File: src/rtl/core/adsr_pkg.sv
package adsr_pkg;

  localparam int DEBOUNCE_LIMIT = 8;
  localparam int SUSTAIN_HOLD   = 4;

  localparam int INTEG_W = $clog2(DEBOUNCE_LIMIT + 1) + 1;
  localparam int LEN_W   = 12;
  localparam int TICK_W  = 13;
  localparam int LVL_W   = 12;
  localparam int QUO_W   = 10;
  localparam int NUM_W   = LEN_W + QUO_W;
  localparam int STEP_W  = $clog2(QUO_W);

  localparam int IN_TDATA_W  = 48;
  localparam int OUT_TDATA_W = 16;
  localparam int APB_DATA_W  = 32;
  localparam int APB_ADDR_W  = 3;

  localparam logic signed [INTEG_W-1:0] INTEG_MAX  = INTEG_W'(DEBOUNCE_LIMIT);
  localparam logic signed [INTEG_W-1:0] INTEG_MIN  = -INTEG_MAX;
  localparam logic signed [INTEG_W-1:0] INTEG_HOLD = INTEG_W'(SUSTAIN_HOLD);

  localparam logic [LVL_W-1:0] LVL_ZERO    = 12'd2048;
  localparam logic [LVL_W-1:0] LVL_PEAK    = 12'd3008;
  localparam logic [LVL_W-1:0] LVL_SUST    = 12'd2528;
  localparam logic [LVL_W-1:0] GATE_THRESH = 12'd2528;

  localparam logic [QUO_W-1:0] SPAN_FULL = 10'd960;
  localparam logic [QUO_W-1:0] SPAN_HALF = 10'd480;

  localparam logic REG_PERCUSSION = 1'b0;

  typedef enum logic [2:0] {
    STG_IDLE    = 3'd0,
    STG_ATTACK  = 3'd1,
    STG_DECAY   = 3'd2,
    STG_SUSTAIN = 3'd3,
    STG_RELEASE = 3'd4
  } stage_e;

  typedef struct packed {
    logic load;
    logic mul;
    logic step;
    logic finish;
  } adsr_cmd_t;

  typedef struct packed {
    logic div_last;
  } adsr_sts_t;

endpackage

File: src/rtl/core/adsr_envelope_generator_unit.sv
// An accepted sample tick passes through the multiply, divide and done states;
// no new tick is taken until the controller is idle again. A ten-step restoring
// divider scales the stage position into a level, one quotient bit per cycle.
// A waiting result does not block the next tick, which then holds before output.
// Reset (asynchronous, active low) returns the envelope to idle, clears the
// gate integrator, the gate latch, the tick counter and the percussion mode.
module adsr_envelope_generator_unit import adsr_pkg::*; (
  input  logic                   clk_i,
  input  logic                   rst_ni,
  input  logic                   s_axis_tvalid_i,
  output logic                   s_axis_tready_o,
  // gate_level, attack_length, decay_length, release_length
  input  logic [IN_TDATA_W-1:0]  s_axis_tdata_i,
  output logic                   m_axis_tvalid_o,
  input  logic                   m_axis_tready_i,
  // level, stage, zero padding
  output logic [OUT_TDATA_W-1:0] m_axis_tdata_o,
  input  logic                   psel_i,
  input  logic                   penable_i,
  input  logic                   pwrite_i,
  input  logic [APB_ADDR_W-1:0]  paddr_i,
  input  logic [APB_DATA_W-1:0]  pwdata_i,
  output logic [APB_DATA_W-1:0]  prdata_o,
  output logic                   pready_o
);

  adsr_cmd_t        cmd;
  adsr_sts_t        sts;
  logic             percussion_q;
  logic             cfg_sel;
  logic             in_ready;
  logic [LVL_W-1:0] level;
  stage_e           stage;

  assign pready_o = 1'b1;
  assign cfg_sel  = (paddr_i[APB_ADDR_W-1] == REG_PERCUSSION);
  assign prdata_o = cfg_sel ? {{(APB_DATA_W-1){1'b0}}, percussion_q} : '0;

  always_ff @(posedge clk_i or negedge rst_ni) begin
    if (!rst_ni) begin
      percussion_q <= 1'b0;
    end else if (psel_i && penable_i && pwrite_i && cfg_sel) begin
      percussion_q <= pwdata_i[0];
    end
  end

  adsr_ctrl u_ctrl (
    .clk_i       (clk_i),
    .rst_ni      (rst_ni),
    .in_valid_i  (s_axis_tvalid_i),
    .in_ready_o  (in_ready),
    .out_valid_o (m_axis_tvalid_o),
    .out_ready_i (m_axis_tready_i),
    .sts_i       (sts),
    .cmd_o       (cmd)
  );

  adsr_datapath u_datapath (
    .clk_i            (clk_i),
    .rst_ni           (rst_ni),
    .cmd_i            (cmd),
    .sts_o            (sts),
    .percussion_i     (percussion_q),
    .gate_level_i     (s_axis_tdata_i[11:0]),
    .attack_length_i  (s_axis_tdata_i[23:12]),
    .decay_length_i   (s_axis_tdata_i[35:24]),
    .release_length_i (s_axis_tdata_i[47:36]),
    .level_o          (level),
    .stage_o          (stage)
  );

  assign s_axis_tready_o = in_ready;
  assign m_axis_tdata_o  = {1'b0, stage, level};

endmodule

File: src/rtl/core/adsr_ctrl.sv
module adsr_ctrl import adsr_pkg::*; (
  input  logic      clk_i,
  input  logic      rst_ni,
  input  logic      in_valid_i,
  output logic      in_ready_o,
  output logic      out_valid_o,
  input  logic      out_ready_i,
  input  adsr_sts_t sts_i,
  output adsr_cmd_t cmd_o
);

  typedef enum logic [1:0] {
    ST_IDLE,
    ST_MUL,
    ST_DIV,
    ST_DONE
  } state_e;

  state_e state_q, state_d;
  logic   out_valid_q, out_valid_d;

  always_comb begin
    state_d     = state_q;
    cmd_o       = '0;
    out_valid_d = out_valid_q;
    if (out_ready_i) begin
      out_valid_d = 1'b0;
    end
    case (state_q)
      ST_IDLE: begin
        if (in_valid_i) begin
          cmd_o.load = 1'b1;
          state_d    = ST_MUL;
        end
      end
      ST_MUL: begin
        cmd_o.mul = 1'b1;
        state_d   = ST_DIV;
      end
      ST_DIV: begin
        cmd_o.step = 1'b1;
        if (sts_i.div_last) begin
          state_d = ST_DONE;
        end
      end
      ST_DONE: begin
        if (!out_valid_q || out_ready_i) begin
          cmd_o.finish = 1'b1;
          out_valid_d  = 1'b1;
          state_d      = ST_IDLE;
        end
      end
      default: begin
        state_d = ST_IDLE;
      end
    endcase
  end

  always_ff @(posedge clk_i or negedge rst_ni) begin
    if (!rst_ni) begin
      state_q     <= ST_IDLE;
      out_valid_q <= 1'b0;
    end else begin
      state_q     <= state_d;
      out_valid_q <= out_valid_d;
    end
  end

  assign in_ready_o  = (state_q == ST_IDLE);
  assign out_valid_o = out_valid_q;

endmodule

File: src/rtl/core/adsr_datapath.sv
module adsr_datapath import adsr_pkg::*; (
  input  logic             clk_i,
  input  logic             rst_ni,
  input  adsr_cmd_t        cmd_i,
  output adsr_sts_t        sts_o,
  input  logic             percussion_i,
  input  logic [LEN_W-1:0] gate_level_i,
  input  logic [LEN_W-1:0] attack_length_i,
  input  logic [LEN_W-1:0] decay_length_i,
  input  logic [LEN_W-1:0] release_length_i,
  output logic [LVL_W-1:0] level_o,
  output stage_e           stage_o
);

  logic signed [INTEG_W-1:0] integ_q, integ_d;
  logic                      latched_q, latched_d;
  stage_e                    stage_q, stage_d;
  logic [TICK_W-1:0]         tick_q, tick_d;

  logic [LEN_W-1:0]  op_tick_q, op_tick_d;
  logic              op_full_q, op_full_d;
  logic [LEN_W-1:0]  divisor_q, divisor_d;
  logic [LVL_W-1:0]  base_q, base_d;
  logic              up_q, up_d;

  logic [LEN_W-1:0]  rem_q;
  logic [QUO_W-1:0]  dvd_q;
  logic [QUO_W-1:0]  quo_q;
  logic [STEP_W-1:0] cnt_q;
  logic [LVL_W-1:0]  level_q;
  stage_e            res_stage_q;

  logic signed [INTEG_W-1:0] integ_up;
  logic                      rise;
  logic                      latched_mid;
  stage_e                    stage_mid;
  logic [TICK_W-1:0]         tick_mid;

  logic [NUM_W-1:0] product;
  logic [LEN_W:0]   trial;
  logic [LEN_W:0]   diff;
  logic             ge;

  always_comb begin
    integ_up = integ_q;
    if ((gate_level_i > GATE_THRESH) && (integ_q < INTEG_MAX)) begin
      integ_up = integ_q + INTEG_W'(1);
    end
    rise        = (integ_up == INTEG_MAX) && !latched_q;
    stage_mid   = rise ? STG_ATTACK : stage_q;
    tick_mid    = rise ? '0 : tick_q;
    latched_mid = rise ? 1'b1 : latched_q;
    integ_d     = integ_up;
    if ((gate_level_i < GATE_THRESH) && (integ_up > INTEG_MIN)) begin
      integ_d = integ_up - INTEG_W'(1);
    end
    latched_d = latched_mid;
    if ((integ_d == INTEG_MIN) && latched_mid) begin
      latched_d = 1'b0;
    end

    stage_d   = stage_mid;
    tick_d    = tick_mid + TICK_W'(1);
    op_tick_d = '0;
    op_full_d = 1'b0;
    divisor_d = LEN_W'(1);
    base_d    = LVL_ZERO;
    up_d      = 1'b1;

    if (stage_d == STG_ATTACK) begin
      if (tick_d < TICK_W'(attack_length_i)) begin
        op_tick_d = tick_d[LEN_W-1:0];
        op_full_d = 1'b1;
        divisor_d = attack_length_i;
      end else begin
        stage_d = STG_DECAY;
        tick_d  = '0;
      end
    end
    if (stage_d == STG_DECAY) begin
      if (tick_d < TICK_W'(decay_length_i)) begin
        op_tick_d = tick_d[LEN_W-1:0];
        divisor_d = decay_length_i;
        base_d    = LVL_PEAK;
        up_d      = 1'b0;
      end else begin
        stage_d = percussion_i ? STG_RELEASE : STG_SUSTAIN;
        tick_d  = '0;
      end
    end
    if (stage_d == STG_SUSTAIN) begin
      if ((integ_d > INTEG_HOLD) && latched_d) begin
        base_d = LVL_SUST;
      end else begin
        stage_d = STG_RELEASE;
        tick_d  = '0;
      end
    end
    if (stage_d == STG_RELEASE) begin
      if (tick_d < TICK_W'(release_length_i)) begin
        op_tick_d = tick_d[LEN_W-1:0];
        divisor_d = release_length_i;
        base_d    = LVL_SUST;
        up_d      = 1'b0;
      end else begin
        stage_d   = STG_IDLE;
        tick_d    = '0;
        base_d    = LVL_ZERO;
        up_d      = 1'b1;
      end
    end
  end

  assign product = NUM_W'(op_tick_q) * NUM_W'(op_full_q ? SPAN_FULL : SPAN_HALF);
  assign trial   = {rem_q, dvd_q[QUO_W-1]};
  assign diff    = trial - {1'b0, divisor_q};
  assign ge      = (trial >= {1'b0, divisor_q});

  always_ff @(posedge clk_i or negedge rst_ni) begin
    if (!rst_ni) begin
      integ_q   <= '0;
      latched_q <= 1'b0;
      stage_q   <= STG_IDLE;
      tick_q    <= '0;
      cnt_q     <= '0;
    end else begin
      if (cmd_i.load) begin
        integ_q   <= integ_d;
        latched_q <= latched_d;
        stage_q   <= stage_d;
        tick_q    <= tick_d;
      end
      if (cmd_i.mul) begin
        cnt_q <= '0;
      end else if (cmd_i.step) begin
        cnt_q <= cnt_q + STEP_W'(1);
      end
    end
  end

  always_ff @(posedge clk_i) begin
    if (cmd_i.load) begin
      op_tick_q   <= op_tick_d;
      op_full_q   <= op_full_d;
      divisor_q   <= divisor_d;
      base_q      <= base_d;
      up_q        <= up_d;
    end
    if (cmd_i.mul) begin
      rem_q <= product[NUM_W-1:QUO_W];
      dvd_q <= product[QUO_W-1:0];
    end else if (cmd_i.step) begin
      rem_q <= ge ? diff[LEN_W-1:0] : trial[LEN_W-1:0];
      dvd_q <= {dvd_q[QUO_W-2:0], 1'b0};
      quo_q <= {quo_q[QUO_W-2:0], ge};
    end
    if (cmd_i.finish) begin
      level_q     <= up_q ? (base_q + LVL_W'(quo_q)) : (base_q - LVL_W'(quo_q));
      res_stage_q <= stage_q;
    end
  end

  assign sts_o.div_last = (cnt_q == STEP_W'(QUO_W - 1));
  assign level_o        = level_q;
  assign stage_o        = res_stage_q;

endmodule

File: config.mk
export PLATFORM = sky130hd
export DESIGN_NAME = adsr_envelope_generator_unit
export DESIGN_NICKNAME = d
export VERILOG_FILES = /design/src/rtl/core/adsr_pkg.sv /design/src/rtl/core/adsr_envelope_generator_unit.sv /design/src/rtl/core/adsr_ctrl.sv /design/src/rtl/core/adsr_datapath.sv
export SDC_FILE = /design/constraint.sdc
export NUM_CORES = 1
export LEC_CHECK = 0
export BUFFER_PORTS_ARGS = -buffer_cell sky130_fd_sc_hd__buf_4
export CAP_MARGIN = 20
export CELL_PAD_IN_SITES_DETAIL_PLACEMENT = 1
export CELL_PAD_IN_SITES_GLOBAL_PLACEMENT = 1
export CORE_MARGIN = 1.5
export CORE_UTILIZATION = 45
export CTS_CLUSTER_DIAMETER = 100
export CTS_CLUSTER_SIZE = 16
export DETAILED_ROUTE_END_ITERATION = 6
export PLACE_DENSITY_LB_ADDON = 0.1
export SLEW_MARGIN = 20
export SYNTH_ARGS = -nofsm -noshare
export SYNTH_HDL_FRONTEND = slang
export SYNTH_SLANG_ARGS = --single-unit
File: constraint.sdc
create_clock -name clk_i -period 9.95 [get_ports clk_i]
set_input_delay 0.995 -clock clk_i [delete_from_list [all_inputs] [get_ports clk_i]]
set_output_delay 0.995 -clock clk_i [all_outputs]
set_load 0.005 [all_outputs]
# [After elaboration in Yosys (flattened, before gate mapping)]
# Index checks and enable logic that the tools add are counted.
[totals] ff_bits=115 in_bits=90
[classes] add_sub_neg=7 mul=1 magnitude_cmp=9 n_eq_ne=13 muxes=69 bitwise_logic=2 n_reduce_logical=15
[op_table] cell="two-way mux 12 bit" count=20
[op_table] cell="two-way mux 13 bit" count=9
[op_table] cell="two-way mux 10 bit" count=4
[op_table] cell="< comparator 13 x 12 -> 1 bit" count=3
[op_table] cell="two-way mux 3 bit" count=10
[op_table] cell="multiplier 12 x 22 -> 22 bit" count=1
[op_table] cell="two-way mux 1 bit" count=17
[op_table] cell="adder 13 x 1 -> 13 bit (second input constant)" count=1
[op_table] cell="greater-or-equal comparator 13 x 12 -> 1 bit" count=1
[op_table] cell="adder 12 x 10 -> 12 bit" count=1
[op_table] cell="greater-than comparator 12 bit (second input constant)" count=1
[op_table] cell="< comparator 12 bit (second input constant)" count=1
[op_table] cell="subtractor 12 x 10 -> 12 bit" count=1
[op_table] cell="subtractor 12 bit" count=1
[op_table] cell="greater-than comparator 5 x 4 -> 1 bit (second input constant)" count=2
[op_table] cell="two-way mux 5 bit" count=2
[op_table] cell="two-way mux 9 bit" count=1
[op_table] cell="logical AND 1 bit" count=8
[op_table] cell="two-way mux 4 bit" count=2
[op_table] cell="one-hot mux 2 bit (4 select lines)" count=1
[op_table] cell="equality test 3 x 2 -> 1 bit (second input constant)" count=2
[op_table] cell="two-way mux 2 bit" count=3
[op_table] cell="adder 5 x 2 -> 5 bit (second input constant)" count=1
[op_table] cell="equality test 5 x 4 -> 1 bit (second input constant)" count=1
[op_table] cell="18 further kinds" count=22

# [Logic depth before layout (Yosys ltp)]
[depth] word_depth=18 ltp_mapped=48 mapped_depth_nobuf=45

# [Modules after synthesis]
# From an unflattened synthesis, not the netlist that was laid out.
[hier_totals] hier_cells=935 area_unflattened_um2=9286.4
[by_module_without_submodules] module="adsr_datapath" n_inst=1 cells_each=876 area_per_inst_um2=8758.4 seq_area_each_um2=2782.7
[by_module_without_submodules] module="adsr_envelope_generator_unit" n_inst=1 cells_each=39 area_per_inst_um2=309.0 seq_area_each_um2=25.0
[by_module_without_submodules] module="adsr_ctrl" n_inst=1 cells_each=20 area_per_inst_um2=219.0 seq_area_each_um2=75.1

# [Worst setup path after synthesis]
# OpenSTA, ideal clock, no wires.
[synth_timing] path_type="input -> register" startpoint="in s_axis_tdata_i[10]" endpoint="reg u_datapath.divisor_q[10], data pin" arrival_time_ns=9.388 path_slack_ns=0.300 path_stages=45 cell_sequence="nor4_1 nand2_1 o211ai_1 mux2i_1 ha_1 inv_1 a221oi_4 nand2_1 nand2_1 inv_1 ha_1 and3_1 xnor2_1 nor2_1 ha_1 a21o_1 a21oi_1 o21ai_0 (+9 left out) a21oi_1 a211oi_1 a211o_1 a31oi_2 o21ai_2 or2_1 clkbuf_1 nor3_1 ha_1 a21o_1 a21o_1 a21oi_1 o21ai_0 nor2_1 o2bb2ai_2 buf_4 a222oi_1 inv_1"
[synth_between] elab_chain_len=18 word_cells_on_any_way=44 classes_between="add/sub: 2; order compare: 7; eq/ne: 6; mux: 24; reduce/logical: 5"
[synth_lines] item="from (decl)" line="adsr_envelope_generator_unit.sv:13" rtl="input logic [IN_TDATA_W-1:0] s_axis_tdata_i,"
[synth_lines] item="greater-than comparator 12 bit" line="adsr_datapath.sv:46" rtl="if ((gate_level_i > GATE_THRESH) && (integ_q < INTEG_MAX)) begin"
[synth_lines] item="logical AND 1 bit" line="adsr_datapath.sv:46"
[synth_lines] item="two-way mux 5 bit" line="adsr_datapath.sv:46"
[synth_lines] item="equality test 5 bit" line="adsr_datapath.sv:49" rtl="rise = (integ_up == INTEG_MAX) && !latched_q;"
[synth_lines] item="logical AND 1 bit" line="adsr_datapath.sv:49"
[synth_lines] item="two-way mux 13 bit" line="adsr_datapath.sv:51" rtl="tick_mid = rise ? '0 : tick_q;"
[synth_lines] item="adder 13 x 1 -> 13 bit" line="adsr_datapath.sv:63" rtl="tick_d = tick_mid + TICK_W'(1);"
[synth_lines] item="< comparator 13 x 12 -> 1 bit" line="adsr_datapath.sv:71" rtl="if (tick_d < TICK_W'(attack_length_i)) begin"
[synth_lines] item="(+3 left out)"
[synth_lines] item="two-way mux 3 bit / two-way mux 13 bit (equally long branches)" line="adsr_datapath.sv:81" rtl="if (tick_d < TICK_W'(decay_length_i)) begin"
[synth_lines] item="two-way mux 3 bit / two-way mux 13 bit (equally long branches)" line="adsr_datapath.sv:80" rtl="if (stage_d == STG_DECAY) begin"
[synth_lines] item="equality test 3 x 2 -> 1 bit / two-way mux 13 bit (equally long branches)" line="adsr_datapath.sv:91, adsr_datapath.sv:92"
[synth_lines] item="two-way mux 13 bit" line="adsr_datapath.sv:91" rtl="if (stage_d == STG_SUSTAIN) begin"
[synth_lines] item="< comparator 13 x 12 -> 1 bit" line="adsr_datapath.sv:100" rtl="if (tick_d < TICK_W'(release_length_i)) begin"
[synth_lines] item="two-way mux 12 bit" line="adsr_datapath.sv:100"
[synth_lines] item="two-way mux 12 bit *" line="adsr_datapath.sv:99" rtl="if (stage_d == STG_RELEASE) begin"
[synth_lines] item="via u_datapath.divisor_d[10]" line="adsr_datapath.sv:22" rtl="logic [LEN_W-1:0] divisor_q, divisor_d;"
[synth_lines] item="to (signal assigned)" line="adsr_datapath.sv:145" rtl="divisor_q <= divisor_d;"
[synth_lines] item="to (decl)" line="adsr_datapath.sv:22"
# Mark *: on every way through the listed nets, which the timed path passes. The rest lies on a longest branch.
# A chain may end at the register's enable or synchronous reset.

# [Final worst setup path]
[layout_timing] startpoint="in s_axis_tdata_i[10]" endpoint="reg u_datapath.divisor_q[3], data pin"
# Same word-level chain as after synthesis.

==> flow_summary.yaml <==
run_status:
  status: "completed"
synth:
  async_reset_ff_frac: 0.297
  yosys.cell_types.count: 77
  syn_inst: 951
  yosysWarnings: 0
  synth-main-ff-cell: "edfxtp_1"
  seq_area_frac_synth: 0.314
  synth-edff-count: 71
  avgSynthCellArea_sq_um: 9.66
  mappedNetlistArea_sq_mm: 0.00918
  ys_ff_latch: 101
route:
  wl_per_cell_um: 17.3
  routed_wl_mm: 23.1
  drt_iter0_markers: 325
  vias: 7146
  antenna_left: 0
  drc: 0
  drtPass1Iterations: 5
  detail_route.vias_per_cell: 5.36
sta:
  post-route-period-util: 0.930
  tns_ns: 0
  maxSlewViolCount: 0
  max_slew.worst_pin.slew_ns: 1.16
  clock_skew_ns: 0.0111
  min_period_ns: 9.25
  hold_violations: 0
  max_freq_mhz: 108
  finalSetupViolCount: 0
  relSlewSlack: 0.224
floorplanning:
  die_h_um: 146
  num_rows: 52
  pin_count: 141
  dieWidth_um: 146
  core_sq_mm: 0.0201
  initial_core_util: 0.457
  die_area_sq_mm: 0.0213
finish:
  seq_area_sq_mm: 0.00288
  insertedDiodeCount: 0
  syn2layout_area_growth_pct: 15.1
  drive_gt1_frac: 0.167
  instances_no_fill: 1334
  fin_nets: 1299
  fillers: 2319
  multiInputGateArea_sq_mm: 0.00569
power_and_ir_drop:
  power_frac_seq: 0.224
  p_sw_frac: 0.451
  power_switching_mw: 1.70
  p_leak_nw: 5.14
  p_int_mw: 2.07
  comb_power_share: 0.678
  irDropWorstVdd_uv: 144
  pwr-share-clk: 0.098
  power_density_mw_per_mm2: 357
setup_path:
  critPathLaunchType: "primary input"
  critPathSlowestCell: "a2111o_1"
  critical_path.max_stage_delay_ns: 0.45
  crit_path_end_kind: "flop"
  path_common_cell: "ha_1"
  critical_path_arrival_ns: 9.37
  worstSetupPathType: "primary input to flop"
  crit_required_ns: 10.07
  critPathMaxFanout: 8
place:
  placed_cells: 1317
  gp_congestion: 0.851
  dp_hpwl_mm: 18.6
  port_buffers: 74
global_routing:
  antenna_found_initial: 0
  grt_pass1_vias: 7646
  grt.overflow.total: 0
  track_usage: 0.224
  grt_max_degree: 39
  grt_pass1_wl_mm: 38.2
clock_tree:
  clkTransAtPathRegs_ns: 0.08
  clock_sinks: 101
  cts_tree: "built"
  numCtsBuffers: 9
  insertion_delay_ns: 0.36
  cts_buffer_depth: 2
  cts_hold_buffers: 0
  root_buffer: "clkbuf_16"
  cts_htree_levels: 3
min_path:
  hold_path_class: "flop to flop"
run:
  max_cap_violations: 0
-- timing repair --
| item | in CTS | in global routing |
|---|---|---|
| gates resized for setup | 0 | 9 |
| endpoints found under the setup margin | 0 | 39 |
| setup buffers | 0 | 1 |
-- cells in the mapped netlist, types with 15 or more instances --
| master | n | area share |
|---|---|---|
| a21oi_1 | 51 | 0.028 |
| nor2_1 | 78 | 0.032 |
| mux2i_1 | 19 | 0.021 |
| xnor2_1 | 20 | 0.019 |
| nand2_1 | 52 | 0.021 |
| clkbuf_1 | 16 | 0.0065 |
| a21o_1 | 16 | 0.013 |
| nor3_1 | 15 | 0.0082 |
| and2_1 | 16 | 0.011 |
| edfxtp_1 | 71 | 0.23 |
| dfrtp_1 | 30 | 0.082 |
| nor2b_1 | 19 | 0.013 |
| buf_4 | 35 | 0.029 |
| o21ai_0 | 28 | 0.015 |
| inv_1 | 112 | 0.046 |
| nand3_1 | 23 | 0.013 |
| ha_1 | 117 | 0.16 |
| xor2_1 | 22 | 0.021 |
| fa_1 | 33 | 0.072 |
-- worst max-delay path, delay by kind of cell --
| family | cells | cell delay (ns) |
|---|---|---|
| multiplexers | 1 | 0.23 |
| adder cells (fa/ha/maj) | 5 | 1.08 |
| AND/OR/NAND/NOR | 13 | 2.29 |
| AO/OA/AOI/OAI | 18 | 3.68 |
| buffers and inverters | 8 | 0.97 |
| XOR/XNOR | 1 | 0.12 |
-- flip-flops by register name, summed over array words and instances, names as in the netlist, 2 cells and up --
register / flops
u_datapath.tick_q: 13
u_datapath.divisor_q: 12
u_datapath.level_o: 12
u_datapath.op_tick_q: 12
u_datapath.rem_q: 12
u_datapath.quo_q: 10
u_datapath.dvd_q: 5
u_datapath.integ_q: 5
u_datapath.cnt_q: 4
u_datapath.base_q: 3
u_datapath.stage_o: 3
u_datapath.stage_q: 3
u_ctrl.state_q: 2
-- final timing paths --
check / from / to / slack, ns / depth (start not counted)
worst max-delay path: s_axis_tdata_i[10] / u_datapath.divisor_q[3] / 0.70 / 46
worst min-delay path: u_ctrl.out_valid_o / u_ctrl.out_valid_o / 0.53 / 2
worst max register to register: u_datapath.integ_q[3] / u_datapath.divisor_q[3] / 1.10 / 44
worst min register to register: u_ctrl.out_valid_o / u_ctrl.out_valid_o / 0.53 / 2
max in group asynchronous: rst_ni / u_datapath.tick_q[2] / 9.03 / 1
min in group asynchronous: rst_ni / u_datapath.integ_q[4] / 0.59 / 1
-- metal layers --
metal | GRT usage | vias to the layer above | part of all wire
met3 | 0.0260 | 19 | 0.029
li1 | - | 3507 | -
met5 | 0 | - | 0
met4 | 0.0480 | 0 | 0.011
met1 | 0.290 | 3516 | 0.46
met2 | 0.403 | 104 | 0.50
-- kinds of logic (layout without fill, tap and decap cells) --
kind of cell    after synthesis  after routing  share of synthesized area
compound gates              197            197                      0.155
xor+xnor                     42             42                     0.0401
fa+ha+maj                   150            150                      0.231
buf+inv                     169            251                     0.0854
flops                       101            101                      0.314
mux                          27             27                     0.0305
other cells                   2             33                   0.000818
simple gates                263            263                      0.143
-- cells in the final DEF, fill, tap and decap left out, types with 19 or more instances in the layout --
master      n
dfrtp_1    30
xnor2_1    20
edfxtp_1   71
conb_1     33
ha_1      117
nor2b_1    19
o21ai_0    27
nor2_1     78
buf_4     122
nand2_1    52
inv_1     112
fa_1       33
xor2_1     21
a21oi_1    51
nand3_1    23
-- power groups by stage --
stage                     clock network [mW]  logic (mW)  registers [mW]
final                                  0.370        2.56           0.847
after global routing                   0.392        2.94           0.872
after CTS                              0.380        2.59           0.849
after detailed placement                   0        2.54           0.856
after global placement                     0        2.45           0.851
after floorplan                            0        1.94           0.790
-- layout make-up --
type,count,share of cell area
clock inverter,7,0.00781
timing repair buffer,123,0.0885
sequential,101,0.273
multi-input combinational,712,0.538
inverter,112,0.0398
clock buffer,9,0.0213
tap,270,0.0320
-- stage by stage --
stage                     hold slack (ns)  utilization  setup WS [ns]  total power, mW  area [sq um]
after floorplan                     0.476            -          0.300             2.73          9300
after global placement              0.508        0.508          0.124             3.30         10200
after detailed placement            0.506        0.508        -0.0195             3.40         10200
after CTS                           0.540        0.523          0.316             3.82         10500
after global routing                0.570        0.526       -0.00404             4.21         10600
final                               0.535        0.526          0.697             3.78         10600
Note: power is estimated with default switching activity, not from simulation.
